[config.mk]
export PLATFORM = sky130hd
export DESIGN_NAME = demo_tone_sample_sequencer_core
export DESIGN_NICKNAME = d
export VERILOG_FILES = /design/src/hw/rtl/tss_pkg.sv /design/src/hw/rtl/tss_div.sv /design/src/hw/rtl/tss_datapath.sv /design/src/hw/rtl/tss_ctrl.sv /design/src/hw/rtl/demo_tone_sample_sequencer_core.sv
export VERILOG_INCLUDE_DIRS = /design/src /design/src/hw/rtl
export SDC_FILE = /design/constraint.sdc
export NUM_CORES = 1
export LEC_CHECK = 0
export ABC_AREA = 1
export BUFFER_PORTS_ARGS = -buffer_cell sky130_fd_sc_hd__buf_2
export CAP_MARGIN = 20
export CORE_MARGIN = 8
export CORE_UTILIZATION = 35
export DETAILED_ROUTE_END_ITERATION = 8
export PLACE_DENSITY = 0.49
export SLEW_MARGIN = 15
export SYNTH_ARGS = -nofsm -noshare
export SYNTH_HDL_FRONTEND = slang
export SYNTH_SLANG_ARGS = --single-unit
[constraint.sdc]
create_clock -name clock -period 12.8 [get_ports clock]
set_input_delay 3.84 -clock clock [delete_from_list [all_inputs] [get_ports clock]]
set_output_delay 3.84 -clock clock [all_outputs]
set_load 0.1 [all_outputs]
[src/hw/rtl/assert_macros.svh]
// Assertion macros shared by the tone sequencer RTL.
// Depends on nothing; included by files that carry concurrent checks.
`ifndef ASSERT_MACROS_SVH
`define ASSERT_MACROS_SVH

// Same-cycle implication, checked on the rising clock edge outside reset.
`define TSS_ASSERT_NOW(label, clk, rst, ante, cons, msg) \
   label: assert property (@(posedge clk) disable iff (rst) (ante) |-> (cons)) else $error(msg);

// Next-cycle implication, checked on the rising clock edge outside reset.
`define TSS_ASSERT_NEXT(label, clk, rst, ante, cons, msg) \
   label: assert property (@(posedge clk) disable iff (rst) (ante) |=> (cons)) else $error(msg);

`endif

[src/hw/rtl/tss_pkg.sv]
// Shared types, constants and lookup functions of the tone sample sequencer.
// Depends on nothing; used by every RTL module of the block.
package tss_pkg;

   localparam int INDEX_WIDTH  = 24;
   localparam int SINE_ENTRIES = 256;
   localparam int NOTE_COUNT   = 8;

   localparam int RATE_W      = 17;
   localparam int COUNT_W     = 24;
   localparam int CSR_W       = 24;
   localparam int CSR_IDX_W   = 1;
   localparam int OP_W        = 2;
   localparam int REQ_DATA_W  = 8;
   localparam int STATUS_W    = 2;
   localparam int SAMPLE_W    = 8;
   localparam int INTERVAL_W  = 18;
   localparam int RSP_W       = 32;

   localparam int PHASE_W     = $clog2(SINE_ENTRIES);
   localparam int NOTE_W      = $clog2(NOTE_COUNT);
   localparam int FREQ_W      = 10;
   localparam int POS_W       = RATE_W - 2;
   localparam int PROD_W      = POS_W + FREQ_W;
   localparam int DIV_W       = PROD_W + PHASE_W;
   localparam int REM_W       = RATE_W;
   localparam int PHASE_ITERS = DIV_W - REM_W;
   localparam int US_W        = 20;
   localparam int ITER_W      = $clog2(DIV_W + 1);
   localparam int CMP_W       = (INDEX_WIDTH + 1 > COUNT_W) ? INDEX_WIDTH + 1 : COUNT_W;

   localparam logic [RATE_W-1:0]     RATE_RESET   = RATE_W'(16000);
   localparam logic [COUNT_W-1:0]    COUNT_RESET  = COUNT_W'(32000);
   localparam logic [US_W-1:0]       US_PER_S     = US_W'(1000000);
   localparam logic [INTERVAL_W-1:0] INTERVAL_MAX = {INTERVAL_W{1'b1}};
   localparam logic [SAMPLE_W-1:0]   SINE_MID     = SAMPLE_W'(128);

   typedef enum logic [OP_W-1:0] {
      OP_TICK  = 2'd0,
      OP_START = 2'd1,
      OP_STOP  = 2'd2
   } op_type;

   typedef enum logic [STATUS_W-1:0] {
      ST_IDLE = 2'd0,
      ST_RUN  = 2'd1,
      ST_DONE = 2'd2
   } status_type;

   typedef enum logic [CSR_IDX_W-1:0] {
      REG_RATE  = 1'b0,
      REG_COUNT = 1'b1
   } reg_type;

   typedef enum logic [1:0] {
      DIV_NOTE  = 2'd0,
      DIV_PHASE = 2'd1,
      DIV_INTV  = 2'd2
   } div_kind_type;

   // Commands from the controller to the datapath.
   typedef struct packed {
      logic         accept;
      logic         div_start;
      div_kind_type div_kind;
      logic         mul_load;
      logic         sample_load;
      logic         interval_load;
      logic         out_load;
   } cmd_type;

   // Status from the datapath to the controller.
   typedef struct packed {
      logic run_tick;
      logic div_busy;
   } stat_type;

   localparam logic [6:0] QUARTER_WAVE [0:64] = '{
      7'd0,  7'd2,  7'd4,  7'd7,  7'd9,  7'd11, 7'd13, 7'd15,
      7'd18, 7'd20, 7'd22, 7'd24, 7'd26, 7'd28, 7'd30, 7'd32,
      7'd34, 7'd36, 7'd38, 7'd40, 7'd42, 7'd44, 7'd46, 7'd48,
      7'd50, 7'd52, 7'd54, 7'd55, 7'd57, 7'd59, 7'd60, 7'd62,
      7'd64, 7'd65, 7'd67, 7'd68, 7'd70, 7'd71, 7'd72, 7'd74,
      7'd75, 7'd76, 7'd77, 7'd78, 7'd79, 7'd80, 7'd81, 7'd82,
      7'd83, 7'd84, 7'd85, 7'd85, 7'd86, 7'd87, 7'd87, 7'd88,
      7'd88, 7'd89, 7'd89, 7'd89, 7'd90, 7'd90, 7'd90, 7'd90,
      7'd90
   };

   localparam logic [FREQ_W-1:0] NOTE_HZ [0:NOTE_COUNT-1] = '{
      10'd500, 10'd600, 10'd700, 10'd800, 10'd700, 10'd600, 10'd500, 10'd0
   };

   // Full sine period rebuilt from the quarter wave by mirroring.
   function automatic logic [SAMPLE_W-1:0] sine_value(input logic [PHASE_W-1:0] k);
      logic [6:0] m;
      logic [7:0] mirror;
      logic [6:0] v;
      m      = k[6:0];
      mirror = 8'd128 - {1'b0, m};
      v      = (m <= 7'd64) ? QUARTER_WAVE[m] : QUARTER_WAVE[mirror[6:0]];
      return k[PHASE_W-1] ? (SINE_MID - {1'b0, v}) : (SINE_MID + {1'b0, v});
   endfunction

endpackage

[src/hw/rtl/tss_div.sv]
// Restoring serial divider, one quotient bit per cycle, shared by all divisions.
// Depends on tss_pkg for the operand widths.
module tss_div (
   input  logic                        clock,
   input  logic                        reset,
   input  logic                        start,
   input  logic [tss_pkg::ITER_W-1:0]  iters,
   input  logic [tss_pkg::REM_W-1:0]   rem_init,
   input  logic [tss_pkg::DIV_W-1:0]   dvd_init,
   input  logic [tss_pkg::REM_W-1:0]   divisor,
   output logic                        busy,
   output logic [tss_pkg::DIV_W-1:0]   quot,
   output logic [tss_pkg::REM_W-1:0]   rem
);
   import tss_pkg::*;

   logic              busy_ff, busy_in;
   logic [ITER_W-1:0] cnt_ff, cnt_in;
   logic [REM_W-1:0]  rem_ff, rem_in;
   logic [DIV_W-1:0]  dvd_ff, dvd_in;
   logic [REM_W-1:0]  dsr_ff, dsr_in;
   logic [REM_W:0]    trial;
   logic [REM_W:0]    diff;
   logic              fits;

   // The quotient shifts in at the bottom while the dividend leaves at the top.
   assign trial = {rem_ff, dvd_ff[DIV_W-1]};
   assign diff  = trial - {1'b0, dsr_ff};
   assign fits  = (trial >= {1'b0, dsr_ff});

   always_comb begin
      busy_in = busy_ff;
      cnt_in  = cnt_ff;
      rem_in  = rem_ff;
      dvd_in  = dvd_ff;
      dsr_in  = dsr_ff;
      if (start) begin
         busy_in = 1'b1;
         cnt_in  = iters;
         rem_in  = rem_init;
         dvd_in  = dvd_init;
         dsr_in  = divisor;
      end else if (busy_ff) begin
         rem_in = fits ? diff[REM_W-1:0] : trial[REM_W-1:0];
         dvd_in = {dvd_ff[DIV_W-2:0], fits};
         cnt_in = cnt_ff - ITER_W'(1);
         if (cnt_ff == ITER_W'(1)) begin
            busy_in = 1'b0;
         end
      end
   end

   always_ff @(posedge clock) begin
      if (reset) begin
         busy_ff <= 1'b0;
         cnt_ff  <= '0;
      end else begin
         busy_ff <= busy_in;
         cnt_ff  <= cnt_in;
      end
      rem_ff <= rem_in;
      dvd_ff <= dvd_in;
      dsr_ff <= dsr_in;
   end

   assign busy = busy_ff;
   assign quot = dvd_ff;
   assign rem  = rem_ff;

endmodule

[src/hw/rtl/tss_datapath.sv]
// Datapath of the tone sequencer: settings, play state, multiplier, result registers.
// Depends on tss_pkg and instantiates the serial divider tss_div.
module tss_datapath (
   input  logic                          clock,
   input  logic                          reset,
   input  tss_pkg::cmd_type              cmd,
   output tss_pkg::stat_type             stat,
   input  logic [tss_pkg::OP_W-1:0]      req_op,
   input  logic                          req_loop,
   input  logic                          csr_we,
   input  logic [tss_pkg::CSR_IDX_W-1:0] csr_index,
   input  logic [tss_pkg::CSR_W-1:0]     csr_wdata,
   output logic [tss_pkg::RSP_W-1:0]     rsp_data
);
   import tss_pkg::*;

   logic [RATE_W-1:0]      rate_ff, rate_in;
   logic [COUNT_W-1:0]     count_ff, count_in;
   logic [INDEX_WIDTH-1:0] index_ff, index_in;
   logic                   running_ff, running_in;
   logic                   loop_ff, loop_in;
   logic                   acc_ff, acc_in;
   status_type             status_ff, status_in;
   logic [SAMPLE_W-1:0]    sample_ff, sample_in;
   logic [INTERVAL_W-1:0]  interval_ff, interval_in;
   logic [PROD_W-1:0]      prod_ff, prod_in;
   logic [RSP_W-1:0]       out_ff, out_in;

   op_type                 op;
   logic                   start_ok;
   logic [CMP_W-1:0]       next_wide;
   logic                   clip_end;
   logic [POS_W-1:0]       spn;
   logic [DIV_W-1:0]       ph_full;
   logic [ITER_W-1:0]      div_iters;
   logic [REM_W-1:0]       div_rem_init;
   logic [DIV_W-1:0]       div_dvd_init;
   logic [REM_W-1:0]       div_divisor;
   logic                   div_busy;
   logic [DIV_W-1:0]       div_quot;
   logic [REM_W-1:0]       div_rem;
   logic [FREQ_W-1:0]      freq;
   logic [US_W-1:0]        us_quot;

   assign op        = op_type'(req_op);
   assign start_ok  = (count_ff != '0) && (rate_ff != '0);
   assign next_wide = CMP_W'(index_ff) + CMP_W'(1);
   assign clip_end  = (next_wide >= CMP_W'(count_ff));

   // A note lasts a quarter of the rate in samples, but never less than one.
   assign spn     = (rate_ff[RATE_W-1:2] == '0) ? POS_W'(1) : rate_ff[RATE_W-1:2];
   assign ph_full = {prod_ff, {PHASE_W{1'b0}}};

   always_comb begin
      case (cmd.div_kind)
         DIV_PHASE: begin
            // The phase quotient fits in PHASE_ITERS bits, so the top part preloads.
            div_iters    = ITER_W'(PHASE_ITERS);
            div_rem_init = ph_full[DIV_W-1:PHASE_ITERS];
            div_dvd_init = {ph_full[PHASE_ITERS-1:0], {(DIV_W-PHASE_ITERS){1'b0}}};
            div_divisor  = rate_ff;
         end
         DIV_INTV: begin
            div_iters    = ITER_W'(US_W);
            div_rem_init = '0;
            div_dvd_init = {US_PER_S, {(DIV_W-US_W){1'b0}}};
            div_divisor  = rate_ff;
         end
         default: begin
            div_iters    = ITER_W'(INDEX_WIDTH);
            div_rem_init = '0;
            div_dvd_init = {index_ff, {(DIV_W-INDEX_WIDTH){1'b0}}};
            div_divisor  = REM_W'(spn);
         end
      endcase
   end

   tss_div u_div (
      .clock    (clock),
      .reset    (reset),
      .start    (cmd.div_start),
      .iters    (div_iters),
      .rem_init (div_rem_init),
      .dvd_init (div_dvd_init),
      .divisor  (div_divisor),
      .busy     (div_busy),
      .quot     (div_quot),
      .rem      (div_rem)
   );

   assign freq    = NOTE_HZ[div_quot[NOTE_W-1:0]];
   assign us_quot = div_quot[US_W-1:0];

   always_comb begin
      rate_in     = rate_ff;
      count_in    = count_ff;
      index_in    = index_ff;
      running_in  = running_ff;
      loop_in     = loop_ff;
      acc_in      = acc_ff;
      status_in   = status_ff;
      sample_in   = sample_ff;
      interval_in = interval_ff;
      prod_in     = prod_ff;
      out_in      = out_ff;

      if (cmd.accept) begin
         sample_in   = '0;
         interval_in = '0;
         case (op)
            OP_START: begin
               acc_in    = start_ok;
               status_in = (start_ok || running_ff) ? ST_RUN : ST_IDLE;
               if (start_ok) begin
                  index_in   = '0;
                  loop_in    = req_loop;
                  running_in = 1'b1;
               end
            end
            OP_STOP: begin
               acc_in     = 1'b1;
               status_in  = ST_IDLE;
               index_in   = '0;
               loop_in    = 1'b0;
               running_in = 1'b0;
            end
            OP_TICK: begin
               acc_in    = running_ff;
               status_in = running_ff ? ST_RUN : ST_IDLE;
               if (running_ff) begin
                  index_in = next_wide[INDEX_WIDTH-1:0];
                  if (clip_end) begin
                     if (loop_ff) begin
                        index_in = '0;
                     end else begin
                        running_in = 1'b0;
                        status_in  = ST_DONE;
                     end
                  end
               end
            end
            default: begin
               acc_in    = 1'b0;
               status_in = running_ff ? ST_RUN : ST_IDLE;
            end
         endcase
      end

      if (cmd.mul_load) begin
         prod_in = PROD_W'(div_rem[POS_W-1:0]) * PROD_W'(freq);
      end

      // A zero rate gives phase zero, which is also the rest value.
      if (cmd.sample_load) begin
         sample_in = sine_value((rate_ff == '0) ? '0 : div_quot[PHASE_W-1:0]);
      end

      if (cmd.interval_load) begin
         if (rate_ff == '0) begin
            interval_in = '0;
         end else if (us_quot > US_W'(INTERVAL_MAX)) begin
            interval_in = INTERVAL_MAX;
         end else begin
            interval_in = us_quot[INTERVAL_W-1:0];
         end
      end

      if (cmd.out_load) begin
         out_in = RSP_W'({interval_ff, sample_ff, status_ff, acc_ff});
      end

      if (csr_we) begin
         case (reg_type'(csr_index))
            REG_RATE:  rate_in  = csr_wdata[RATE_W-1:0];
            REG_COUNT: count_in = csr_wdata[COUNT_W-1:0];
            default:   rate_in  = rate_ff;
         endcase
      end
   end

   always_ff @(posedge clock) begin
      if (reset) begin
         rate_ff    <= RATE_RESET;
         count_ff   <= COUNT_RESET;
         index_ff   <= '0;
         running_ff <= 1'b0;
         loop_ff    <= 1'b0;
      end else begin
         rate_ff    <= rate_in;
         count_ff   <= count_in;
         index_ff   <= index_in;
         running_ff <= running_in;
         loop_ff    <= loop_in;
      end
      acc_ff      <= acc_in;
      status_ff   <= status_in;
      sample_ff   <= sample_in;
      interval_ff <= interval_in;
      prod_ff     <= prod_in;
      out_ff      <= out_in;
   end

   assign stat.run_tick = (op == OP_TICK) && running_ff;
   assign stat.div_busy = div_busy;
   assign rsp_data      = out_ff;

endmodule

[src/hw/rtl/tss_ctrl.sv]
// Controller of the tone sequencer: sequences the divisions and the output register.
// Depends on tss_pkg for the command and status structs.
module tss_ctrl (
   input  logic               clock,
   input  logic               reset,
   input  logic               req_tvalid,
   output logic               req_tready,
   output logic               rsp_tvalid,
   input  logic               rsp_tready,
   input  tss_pkg::stat_type  stat,
   output tss_pkg::cmd_type   cmd
);
   import tss_pkg::*;

   typedef enum logic [6:0] {
      S_IDLE   = 7'b0000001,
      S_NOTE   = 7'b0000010,
      S_MUL    = 7'b0000100,
      S_PSTART = 7'b0001000,
      S_PHASE  = 7'b0010000,
      S_INTV   = 7'b0100000,
      S_EMIT   = 7'b1000000
   } ctrl_state_type;

   ctrl_state_type state_ff, state_in;
   logic           valid_ff, valid_in;
   logic           accept;

   assign req_tready = (state_ff == S_IDLE);
   assign accept     = req_tvalid && req_tready;

   always_comb begin
      state_in          = state_ff;
      cmd               = '0;
      cmd.div_kind      = DIV_NOTE;
      cmd.accept        = accept;
      case (state_ff)
         S_IDLE: begin
            if (accept) begin
               if (stat.run_tick) begin
                  cmd.div_start = 1'b1;
                  cmd.div_kind  = DIV_NOTE;
                  state_in      = S_NOTE;
               end else begin
                  state_in = S_EMIT;
               end
            end
         end
         S_NOTE: begin
            if (!stat.div_busy) begin
               state_in = S_MUL;
            end
         end
         S_MUL: begin
            cmd.mul_load = 1'b1;
            state_in     = S_PSTART;
         end
         S_PSTART: begin
            cmd.div_start = 1'b1;
            cmd.div_kind  = DIV_PHASE;
            state_in      = S_PHASE;
         end
         S_PHASE: begin
            if (!stat.div_busy) begin
               cmd.sample_load = 1'b1;
               cmd.div_start   = 1'b1;
               cmd.div_kind    = DIV_INTV;
               state_in        = S_INTV;
            end
         end
         S_INTV: begin
            if (!stat.div_busy) begin
               cmd.interval_load = 1'b1;
               state_in          = S_EMIT;
            end
         end
         S_EMIT: begin
            if (!valid_ff || rsp_tready) begin
               cmd.out_load = 1'b1;
               state_in     = S_IDLE;
            end
         end
         default: begin
            state_in = S_IDLE;
         end
      endcase
   end

   always_comb begin
      if (cmd.out_load) begin
         valid_in = 1'b1;
      end else if (rsp_tready) begin
         valid_in = 1'b0;
      end else begin
         valid_in = valid_ff;
      end
   end

   always_ff @(posedge clock) begin
      if (reset) begin
         state_ff <= S_IDLE;
         valid_ff <= 1'b0;
      end else begin
         state_ff <= state_in;
         valid_ff <= valid_in;
      end
   end

   assign rsp_tvalid = valid_ff;

endmodule

[src/hw/rtl/demo_tone_sample_sequencer_core.sv]
// Top level of the eight-note tone sample sequencer.
// Depends on tss_pkg, tss_ctrl, tss_datapath (with tss_div) and assert_macros.svh.
//
// Usage: commands arrive as items on the req_ stream (tuser carries the operation:
// tick, start or stop; tdata bit 0 carries the loop request used by start). Every
// command gives exactly one result item on the rsp_ stream with the accepted flag,
// the status, the 8-bit audio sample and the sample interval in microseconds.
// The csr_ port writes sample_rate (index 0) and sample_count (index 1); write it
// only while no command is in flight.
// Sequencing: a start, stop, idle tick or unused code goes from acceptance straight
// to the emit state. A tick while playing runs three divisions on one serial divider
// (note index, 24 bits; sine phase, 16 bits; frame interval, 20 bits) plus one
// multiply before it reaches the emit state. One item is worked on at a time, so
// no new command is taken until the result is loaded into the output register.
// The result sits in an output register: the next command is taken while it waits,
// and a stalled receiver only holds the block once a second result is ready.
// Reset is synchronous and active high; it stops playback, clears the play index
// and loop flag and restores the rate to 16000 Hz and the clip to 32000 samples.
module demo_tone_sample_sequencer_core (
   input  logic                          clock,
   input  logic                          reset,
   input  logic                          req_tvalid,
   output logic                          req_tready,
   input  logic [tss_pkg::REQ_DATA_W-1:0] req_tdata,  // [0] loop_request
   input  logic [tss_pkg::OP_W-1:0]      req_tuser,   // [1:0] operation
   output logic                          rsp_tvalid,
   input  logic                          rsp_tready,
   output logic [tss_pkg::RSP_W-1:0]     rsp_tdata,   // [0] accepted, [2:1] status,
                                                      // [10:3] audio_sample,
                                                      // [28:11] interval_us
   input  logic                          csr_we,
   input  logic [tss_pkg::CSR_IDX_W-1:0] csr_index,
   input  logic [tss_pkg::CSR_W-1:0]     csr_wdata
);
   import tss_pkg::*;

`include "assert_macros.svh"

   cmd_type  cmd;
   stat_type stat;

   // Handshake and result conditions named for the checks at the end.
   logic req_accept;
   logic rsp_done;
   logic rsp_refused;
   logic rsp_silent;

   // The controller owns the handshakes; the datapath owns all item state.
   tss_ctrl u_ctrl (
      .clock      (clock),
      .reset      (reset),
      .req_tvalid (req_tvalid),
      .req_tready (req_tready),
      .rsp_tvalid (rsp_tvalid),
      .rsp_tready (rsp_tready),
      .stat       (stat),
      .cmd        (cmd)
   );

   tss_datapath u_dp (
      .clock     (clock),
      .reset     (reset),
      .cmd       (cmd),
      .stat      (stat),
      .req_op    (req_tuser),
      .req_loop  (req_tdata[0]),
      .csr_we    (csr_we),
      .csr_index (csr_index),
      .csr_wdata (csr_wdata),
      .rsp_data  (rsp_tdata)
   );

   assign req_accept  = req_tvalid && req_tready;
   assign rsp_done    = rsp_tvalid && (rsp_tdata[2:1] == ST_DONE);
   assign rsp_refused = rsp_tvalid && !rsp_tdata[0];
   assign rsp_silent  = (rsp_tdata[28:3] == '0);

   // The block works on one item at a time, so it never takes two in a row.
   `TSS_ASSERT_NEXT(a_one_at_a_time, clock, reset, req_accept, !req_tready, "two items in a row")

   // A completed clip is only reported on an accepted tick.
   `TSS_ASSERT_NOW(a_done_accepted, clock, reset, rsp_done, rsp_tdata[0], "done without accept")

   // Refused commands and idle ticks carry neither sample nor interval.
   `TSS_ASSERT_NOW(a_refused_silent, clock, reset, rsp_refused, rsp_silent, "payload on refusal")

endmodule

==> metrics.md, run 1 <==
| Metric | Value |
|---|---|
| Psw | 991 µW |
| Cell with the most instances after synthesis | nand2_1 |
| TritonCTS Buffers | 24 |
| Initial Util | about a third |
| Fmax | roughly 0.14 GHz |
| Tightest Pin Transition | between 0.9 and 1 ns |
| RSZ-0062 raised after global routing | false |
| Post-layout util | 38.9% |
| Crit-path slowest cell | edfxtp_1 |
| Routed length per instance | ~16 µm |
| Die width | approximately 230 µm |
| Critical path endpoint category | register |
| Nets@finish | approximately 2200 |
| Clock power share | a little over a quarter |
| Setup repair bufs after CTS | 0 |
| Post-synth top area share | between 20% and 30% |
| Area grow syn2layout | 10.6% |
| Crit-path leading delay family | adder cells |
| Largest net degree at the start of global routing | between 80 and 90 |
| Tmin final | a little over 7 ns |
| Synth cell count leaders | nand2_1, inv_1, nor2_1 |
| CP startpoint | u_dp.u_div.quot[0] |
| DRC violations left | 0 |
| Worst Clk Skew | about 0.015 ns |
| Cell mode on critical path | nand2_1 |
| Clk_lat worst skew | approximately 0.54 ns |
| Yosys cell types | approximately 50 |
| Final instance area | 0.0179 mm² |
| Worst IR Drop VDD | around 0.00014 V |
| Max cap viols | 0 |
| CTS H-tree lvls | 1 |
| Sequential-to-total area share from yosys stat | between 30% and 40% |
| Mapped cell area | approximately 0.016 mm² |
| Die span in y | about 230 µm |
| Startpoint Class | register |
| Hold path startpoint | u_dp.interval_ff[14] |
| Hold Slack | around 0.42 ns |
| FFs w/ async S/R, synth | 0% |
| Setup CP Type | reg -> reg |
| Data arrival time of the critical path | ~7.4 ns |
| Antenna diodes | 0 |
| Req. time, crit path | between 10 and 15 ns |
| Total negative slack | 0 ns |
| Clk sinks | 230 |
| Flops & latches, synth | 230 |
| Io pins | 74 |
| Setup violators final | 0 |
| Reg-to-reg startpoint | u_dp.u_div.quot[0] |
| Core Footprint | ~0.046 mm² |
| Via density | around 5 |
| IO buf count | 63 |
| Met2 routed wirelength | between 15000 and 20000 µm |
| Ranking of synthesized cells by area | edfxtp_1, ha_1, dfxtp_1 |
| Top routing layer in use | met4 |
| Crit-path max cell delay | about 0.96 ns |
| Post-CTS Resized | 0 |
| CP max FO | 22 |
| Slew Limit Fails | 0 |
| TritonCTS clock tree | yes |
| Post-synth EDFFs | between 100 and 150 |
| Metal1 wirelength | slightly above 20000 µm |
| Yosys top cell by area | edfxtp_1 |
| DP Wirelength | 31300 µm |
| Hold violation count in the final report | 0 |
| Internal Power | approximately 1.7 mW |
| Mean Syn Cell Area | about 8.5 µm² |
| Total Wirelength | approximately 40000 µm |
| Pwr dens | 149 mW/mm² |
| Global-route wire length before repair | between 60000 and 70000 µm |
| Total gr overflow | 0 |
| Die Area | 0.0535 mm² |
| Worst hold path class | reg -> reg |
| Initial antenna violation count | 0 |
| CP Buf/Inv Count | 6 |
| Register clock-pin slew on the reported worst setup and hold paths | approximately 0.060 ns |
| Cell area after placement | approximately 0.017 mm² |
| Cells after Synth | between 1500 and 2000 |
| Final ANT Viol Nets | 0 |
| Gate power share | a little under two fifths |
| Static leakage | 7.94 nW |
| Tot GR Track Use | between 10% and 20% |
| Status | completed |
| Sw Share | between 30 and 40% |
| Seq pwr share | 35.6% |
| Design Power | between 2 and 3 mW |
| Dominant synthesized flop cell | edfxtp_1 |
| Met3 routed WL | between 1500 and 2000 µm |
| Vias in the first global route | about 12000 |
| Ys Warns | 0 |
| Row count | 79 |
| Iter 0 DRT Violations | ~1000 |
| Period utilization | between 50% and 60% |
| Max clock buf depth | 3 |
| Clock root buffer master | clkbuf_16 |
| Hold_buf cts | 0 |
| Final GP Congestion | around 0.85 |
| Worst rel slew slack | between 30% and 40% |
| DRT Pass-1 Iters | 5 |
| DR vias | around 13000 |
| Layout cell share with drive strength beyond 1 | a little under 8% |
cells in the final DEF, fill, tap and decap left out, types with 24 or more instances in the layout:
master,instances
buf_2,63
edfxtp_1,148
o21ai_0,105
fa_1,80
inv_1,286
clkbuf_16,24
nor2_1,180
ha_1,132
nand3_1,126
nand2_1,349
nand4_1,26
dfxtp_1,82
xor2_1,48
a21oi_1,137
metal layers:
metal / up-vias / global-route usage, %
met5: - / 0
met4: 0 / 2.20
met3: 38 / 1.87
met2: 245 / 23.9
met1: 5969 / 21.8
li1: 6406 / -
metrics by stage:
| stage | std cells | setup slack (ns) |
|---|---|---|
| after global routing | 2583 | 5.02 |
| after CTS | 2583 | 5.61 |
| after floorplan | 1915 | 6.49 |
| final | 2583 | 5.64 |
| after detailed placement | 2539 | 5.31 |
| after global placement | 2539 | 5.38 |
cell families (layout without fill, tap and decap cells):
| logic type | count (synthesis) | count (layout) | share of synthesized area (%) |
|---|---|---|---|
| other cells | 1 | 3 | 0.0231 |
| xor+xnor | 59 | 59 | 3.19 |
| compound gates | 311 | 311 | 10.7 |
| buf+inv | 356 | 417 | 8.63 |
| simple gates | 744 | 744 | 19.9 |
| flops | 230 | 230 | 37.5 |
| fa+ha+maj | 212 | 212 | 20.1 |
flip-flops by register name (all words and copies together), names as in the netlist, 2 cells and up:
register           flops
u_ctrl.state_ff        7
u_dp.count_ff         24
u_dp.index_ff         24
u_dp.interval_ff      18
u_dp.prod_ff          23
u_dp.rate_ff          17
u_dp.rsp_data         29
u_dp.sample_ff         8
u_dp.status_ff         2
u_dp.u_div.cnt_ff      6
u_dp.u_div.dsr_ff     17
u_dp.u_div.quot       33
u_dp.u_div.rem        17
area by class of cell:
class / count / area [µm²]
sequential: 230 / 6090
inverter: 297 / 1110
clock inverter: 13 / 160
tap: 607 / 759
multi-input combinational: 1329 / 8750
fill: 4698 / 28200
clock buffer: 31 / 647
timing repair buffer: 76 / 413
worst paths after layout:
check                           end  slack [ns]  depth (start not counted)
hold reg to reg   u_dp.rsp_data[25]        0.42                          0
setup / recovery   u_dp.prod_ff[22]        5.64                         26
setup reg to reg   u_dp.prod_ff[22]        5.64                         26
hold / removal    u_dp.rsp_data[25]        0.42                          0
power groups by stage:
stage / clock [mW] / combinational [mW] / sequential, mW
finish: 0.721 / 1.00 / 0.951
CTS: 0.739 / 1.02 / 0.952
global placement: 0 / 0.997 / 0.967
detailed placement: 0 / 1.01 / 0.968
global route: 0.769 / 1.14 / 0.958
floorplan: 0 / 0.710 / 1.03
Note: power is estimated with default switching activity, not from simulation.
==> run 2: changes to the inputs <==
==> constraint.sdc (replaced) <==
create_clock -name clock -period 6.69 [get_ports clock]
set_input_delay 2.007 -clock clock [delete_from_list [all_inputs] [get_ports clock]]
set_output_delay 2.007 -clock clock [all_outputs]
set_load 0.1 [all_outputs]
==> metrics.md, run 2 (same netlist as run 1, synthesis figures left out) <==
| Metric | Value |
|---|---|
| Status | completed (unchanged) |
| Final GP Congestion | 0.862 (was 0.855) |
| Die width | 231 µm (unchanged) |
| CTS H-tree lvls | 1 (unchanged) |
| Initial antenna violation count | 0 (unchanged) |
| Register clock-pin slew on the reported worst setup and hold paths | 0.06 ns (about the same) |
| Initial Util | 35.1% (unchanged) |
| Die Area | 0.0535 mm² (unchanged) |
| Fmax | 0.161 GHz (was 0.140 GHz) |
| IO buf count | 63 (unchanged) |
| Worst rel slew slack | 36.3% (was 33.4%) |
| Area grow syn2layout | 11.3% (was 10.6%) |
| Crit-path slowest cell | fa_1 (was edfxtp_1) |
| Internal Power | 3.28 mW (was 1.68 mW) |
| DRC violations left | 0 (unchanged) |
| Total negative slack | 0 ns (unchanged) |
| Setup CP Type | reg -> reg (unchanged) |
| Clock power share | 27.4% (was 27.0%) |
| Layout cell share with drive strength beyond 1 | 8.46% (was 7.95%) |
| Row count | 79 (unchanged) |
| Post-layout util | 39.1% (was 38.9%) |
| Worst IR Drop VDD | 0.000237 V (was 0.000144 V) |
| Cell mode on critical path | nand2_1 (unchanged) |
| Largest net degree at the start of global routing | 68 (was 88) |
| Die span in y | 231 µm (unchanged) |
| Period utilization | 93.0% (was 55.9%) |
| Hold violation count in the final report | 0 (unchanged) |
| Iter 0 DRT Violations | 944 (was 997) |
| Worst Clk Skew | 0.0200 ns (was 0.0149 ns) |
| Sw Share | 36.6% (was 37.1%) |
| Tot GR Track Use | 15.2% (was 14.9%) |
| Tmin final | 6.22 ns (was 7.16 ns) |
| Largest register FFs | 33 (unchanged) |
| Setup violators final | 0 (unchanged) |
| Antenna diodes | 0 (unchanged) |
| Most frequent cells in the layout | nand2_1, inv_1, nor2_1 (unchanged) |
| Startpoint Class | register (unchanged) |
| Hold_buf cts | 0 (unchanged) |
| Max clock buf depth | 3 (unchanged) |
| CP max FO | 10 (was 22) |
| Slew Limit Fails | 0 (unchanged) |
| Core Footprint | 0.0462 mm² (unchanged) |
| TritonCTS clock tree | yes (unchanged) |
| Worst hold path class | reg -> reg (unchanged) |
| Tightest Pin Transition | 0.953 ns (was 0.999 ns) |
| DRT Pass-1 Iters | 5 (unchanged) |
| Commonest non-fill, non-tap cell in the layout | nand2_1 (unchanged) |
| Max cap viols | 0 (unchanged) |
| TritonCTS Buffers | 24 (unchanged) |
| Post-CTS Resized | 0 (unchanged) |
| Min setup slack post-route | 0.465 ns (was 5.64 ns) |
| Via density | 4.94 (was 4.90) |
| Total gr overflow | 0 (unchanged) |
| Psw | 1.89 mW (was 991 µW) |
| Req. time, crit path | 6.97 ns (was 13.07 ns) |
| Clock root buffer master | clkbuf_16 (unchanged) |
| CP Buf/Inv Count | 6 (unchanged) |
| Io pins | 74 (unchanged) |
| Clk_lat worst skew | 0.54 ns (about the same) |
| Static leakage | 8.01 nW (was 7.94 nW) |
| Crit-path leading delay family | adder cells (unchanged) |
| DP Wirelength | 31500 µm (was 31300 µm) |
| Data arrival time of the critical path | 6.51 ns (was 7.43 ns) |
| Place WS | 0.417 ns (was 5.31 ns) |
| Global-route wire length before repair | 67200 µm (was 66100 µm) |
| Crit-path max cell delay | 0.55 ns (was 0.96 ns) |
| Critical path endpoint category | register (unchanged) |
| Pwr dens | 286 mW/mm² (was 149 mW/mm²) |
| Final ANT Viol Nets | 0 (unchanged) |
| Seq pwr share | 35.2% (was 35.6%) |
| Vias in the first global route | 12600 (was 12300) |
| Hold path startpoint | u_dp.interval_ff[4] (was u_dp.interval_ff[14]) |
| Reg-to-reg startpoint | u_dp.u_div.quot[0] (unchanged) |
| Gate power share | 37.4% (was 37.5%) |
| RSZ-0062 raised after global routing | false (unchanged) |
| Clk sinks | 230 (unchanged) |
| Routed length per instance | 15.8 µm (was 15.7 µm) |
| Nets@finish | 2220 (was 2210) |
| Setup repair bufs after CTS | 0 (unchanged) |
| DR vias | 12800 (was 12700) |
| CP startpoint | u_dp.u_div.quot[0] (unchanged) |
| Total Wirelength | 41000 µm (was 40600 µm) |
[run 2: worst paths after layout]
kind / end / slack (ns) / cells past startpoint
worst min register to register: u_dp.rsp_data[15] / 0.42 / 0
worst max register to register: u_dp.prod_ff[22] / 0.47 / 26
worst max-delay path: u_dp.prod_ff[22] / 0.47 / 26
worst min-delay path: u_dp.rsp_data[15] / 0.42 / 0
[run 2: routing by layer]
metal  global-route usage, %  vias to the layer above  wire, µm
li1                        -                     6427         -
met1                    22.1                     6079     20300
met2                    23.7                      249     18100
met3                    2.26                       52      1840
met4                    2.85                        0       692
met5                       0                        -         0
[run 2: final cells by class]
class / instances / area, µm²
flip-flops and latches: 230 / 6090
repair buffers: 86 / 508
multi-input cells: 1329 / 8750
well taps: 607 / 759
fillers: 4752 / 28100
clock buffers: 30 / 643
clock inverters: 13 / 184
inverters: 297 / 1110
[run 2: power groups by stage]
stage | Clock [mW] | Combinational (mW) | Sequential (mW)
after floorplan | 0 | 1.36 | 1.97
after global placement | 0 | 1.93 | 1.85
after detailed placement | 0 | 1.95 | 1.85
after CTS | 1.45 | 1.96 | 1.82
after global routing | 1.51 | 2.20 | 1.83
final | 1.42 | 1.93 | 1.82
[run 2: through the flow]
step | area (µm²) | std cells | hold WS [ns] | total power, mW
floorplan | 16200 | 1915 | 0.400 | 3.33
global placement | 17200 | 2548 | 0.403 | 3.78
detailed placement | 17200 | 2548 | 0.405 | 3.79
CTS | 18000 | 2591 | 0.415 | 5.23
global route | 18000 | 2592 | 0.425 | 5.54
finish | 18000 | 2592 | 0.417 | 5.16
==> run 3: changes to the inputs <==
--- a/config.mk
+++ b/config.mk
@@ -9,9 +9,11 @@
 export ABC_AREA = 1
 export BUFFER_PORTS_ARGS = -buffer_cell sky130_fd_sc_hd__buf_2
 export CAP_MARGIN = 20
+export CORE_ASPECT_RATIO = 1.5
 export CORE_MARGIN = 8
 export CORE_UTILIZATION = 35
 export DETAILED_ROUTE_END_ITERATION = 8
+export HOLD_SLACK_MARGIN = 0.08
 export PLACE_DENSITY = 0.49
 export SLEW_MARGIN = 15
 export SYNTH_ARGS = -nofsm -noshare
==> constraint.sdc (replaced) <==
create_clock -name clock -period 8 [get_ports clock]
set_input_delay 2.4 -clock clock [delete_from_list [all_inputs] [get_ports clock]]
set_output_delay 2.4 -clock clock [all_outputs]
set_load 0.1 [all_outputs]
==> metrics.md, run 3 (same netlist as run 1, synthesis figures left out) <==
| Metric | Value |
|---|---|
| Req. time, crit path | 8.27 ns (was 6.97 ns) |
| Tightest Pin Transition | 1.02 ns (was 0.953 ns) |
| Layout cell share with drive strength beyond 1 | 8.24% (was 8.46%) |
| Status | completed (unchanged) |
| Tmin final | 6.56 ns (was 6.22 ns) |
| TritonCTS Buffers | 23 (was 24) |
| Crit-path slowest cell | fa_1 (unchanged) |
| Initial antenna violation count | 0 (unchanged) |
| Die Area | 0.0536 mm² (was 0.0535 mm²) |
| Clk sinks | 230 (unchanged) |
| Die span in y | 280 µm (was 231 µm) |
| Clk_lat worst skew | 0.52 ns (was 0.54 ns) |
| Setup repair bufs after CTS | 0 (unchanged) |
| Hold violation count in the final report | 0 (unchanged) |
| Max cap viols | 0 (unchanged) |
| Cell area after placement | 0.0171 mm² (was 0.0172 mm²) |
| Total negative slack | 0 ns (unchanged) |
| Largest register FFs | 33 (unchanged) |
| CP max FO | 22 (was 10) |
| Tot GR Track Use | 15.8% (was 15.2%) |
| Pwr dens | 241 mW/mm² (was 286 mW/mm²) |
| DRC violations left | 0 (unchanged) |
| IO buf count | 63 (unchanged) |
| Data arrival time of the critical path | 6.83 ns (was 6.51 ns) |
| Worst IR Drop VDD | 0.000172 V (was 0.000237 V) |
| Most frequent cells in the layout | nand2_1, inv_1, nor2_1 (unchanged) |
| DR vias | 12700 (was 12800) |
| Static leakage | 7.98 nW (was 8.01 nW) |
| Setup violators final | 0 (unchanged) |
| Total Wirelength | 42400 µm (was 41000 µm) |
| Period utilization | 82.0% (was 93.0%) |
| Worst Clk Skew | 0.0145 ns (was 0.0200 ns) |
| Post-CTS Resized | 0 (unchanged) |
| Clock root buffer master | clkbuf_16 (unchanged) |
| Register Area | 0.00609 mm² (unchanged) |
| Slew Limit Fails | 0 (unchanged) |
| Critical path endpoint category | register (unchanged) |
| Total gr overflow | 0 (unchanged) |
| Final ANT Viol Nets | 0 (unchanged) |
| Area grow syn2layout | 10.8% (was 11.3%) |
| Io pins | 74 (unchanged) |
| Largest net degree at the start of global routing | 87 (was 68) |
| CP Buf/Inv Count | 6 (unchanged) |
| Multi-input gate area | 0.00876 mm² (was 0.00875 mm²) |
| Crit-path cells | buf_4 > inv_1 > ha_1 > inv_1 > a21oi_1 > inv_1 > nor2_1 > ha_1 > fa_1 > inv_1 > fa_1 > inv_1 > fa_1 > ha_1 > fa_1 > a31oi_1 > o221ai_1 > a21oi_1 > o21bai_1 > nand3_1 > nand2_1 > nand3_1 > nand2_1 > xor2_1 |
| Cell mode on critical path | inv_1 (was nand2_1) |
| Setup CP Type | reg -> reg (unchanged) |
| Hold_buf cts | 0 (unchanged) |
| Nets@finish | 2213 (was 2220) |
| Core Footprint | 0.0458 mm² (was 0.0462 mm²) |
| FILL cells | 4640 (was 4752) |
| Antenna diodes | 0 (unchanged) |
| DP Wirelength | 32900 µm (was 31500 µm) |
| Final instance area | 0.0180 mm² (about the same) |
| TritonCTS clock tree | yes (unchanged) |
| Final GP Congestion | 0.872 (was 0.862) |
| Vias in the first global route | 13100 (was 12600) |
| Worst hold path class | reg -> reg (unchanged) |
| Via density | 4.96 (was 4.94) |
| Crit-path leading delay family | adder cells (unchanged) |
| DRT Pass-1 Iters | 7 (was 5) |
| Commonest non-fill, non-tap cell in the layout | nand2_1 (unchanged) |
| Startpoint Class | register (unchanged) |
| Initial Util | 35.4% (was 35.1%) |
| Max clock buf depth | 3 (unchanged) |
| Global-route wire length before repair | 68400 µm (was 67200 µm) |
| Routed length per instance | 16.5 µm (was 15.8 µm) |
| Die width | 192 µm (was 231 µm) |
| RSZ-0062 raised after global routing | false (unchanged) |
| Row count | 96 (was 79) |
| Crit-path max cell delay | 0.52 ns (was 0.55 ns) |
| CTS H-tree lvls | 1 (unchanged) |
| Iter 0 DRT Violations | 705 (was 944) |
| Worst rel slew slack | 31.8% (was 36.3%) |
| Fmax | 0.152 GHz (was 0.161 GHz) |
| Register clock-pin slew on the reported worst setup and hold paths | 0.07 ns (was 0.06 ns) |
run 3: final cells by class:
type	count	area share, %
clock inverter	13	1.10
sequential	230	33.9
timing repair buffer	80	2.51
inverter	297	6.20
clock buffer	28	3.49
multi-input combinational	1329	48.7
tap	588	4.09
run 3: path summary, 6_finish.rpt:
path / start / end / slack, ns / cells past startpoint
max: u_dp.u_div.quot[0] / u_dp.prod_ff[21] / 1.44 / 24
min: u_dp.interval_ff[1] / u_dp.rsp_data[12] / 0.42 / 0
min reg2reg: u_dp.interval_ff[1] / u_dp.rsp_data[12] / 0.42 / 0
max reg2reg: u_dp.u_div.quot[0] / u_dp.prod_ff[21] / 1.44 / 24
run 3: where the power goes:
| part | leakage (nW) | internal (mW) | total, mW | switching, mW |
|---|---|---|---|---|
| sequential | 2.03 | 1.47 | 1.52 | 0.0507 |
| clock | 0.408 | 0.721 | 1.19 | 0.471 |
| combinational | 5.54 | 0.556 | 1.62 | 1.07 |
run 3: stage by stage:
step | cells | total power, mW | utilization (%) | hold slack [ns] | worst slack [ns]
after floorplan | 1915 | 2.79 | - | 0.400 | 2.42
after global placement | 2523 | 3.17 | 37.4 | 0.406 | 1.45
after detailed placement | 2523 | 3.16 | 37.4 | 0.405 | 1.47
after CTS | 2564 | 4.39 | 39.2 | 0.419 | 1.42
after global routing | 2565 | 4.65 | 39.3 | 0.428 | 1.17
final | 2565 | 4.34 | 39.3 | 0.417 | 1.44
run 3: layer usage:
layer	routed length, µm	global-route usage, %	share of wire (%)
met2	23000	30.3	54
met5	0	0	0
met1	17100	17.7	40
met4	1400	5.84	3.3
met3	952	1.13	2.2
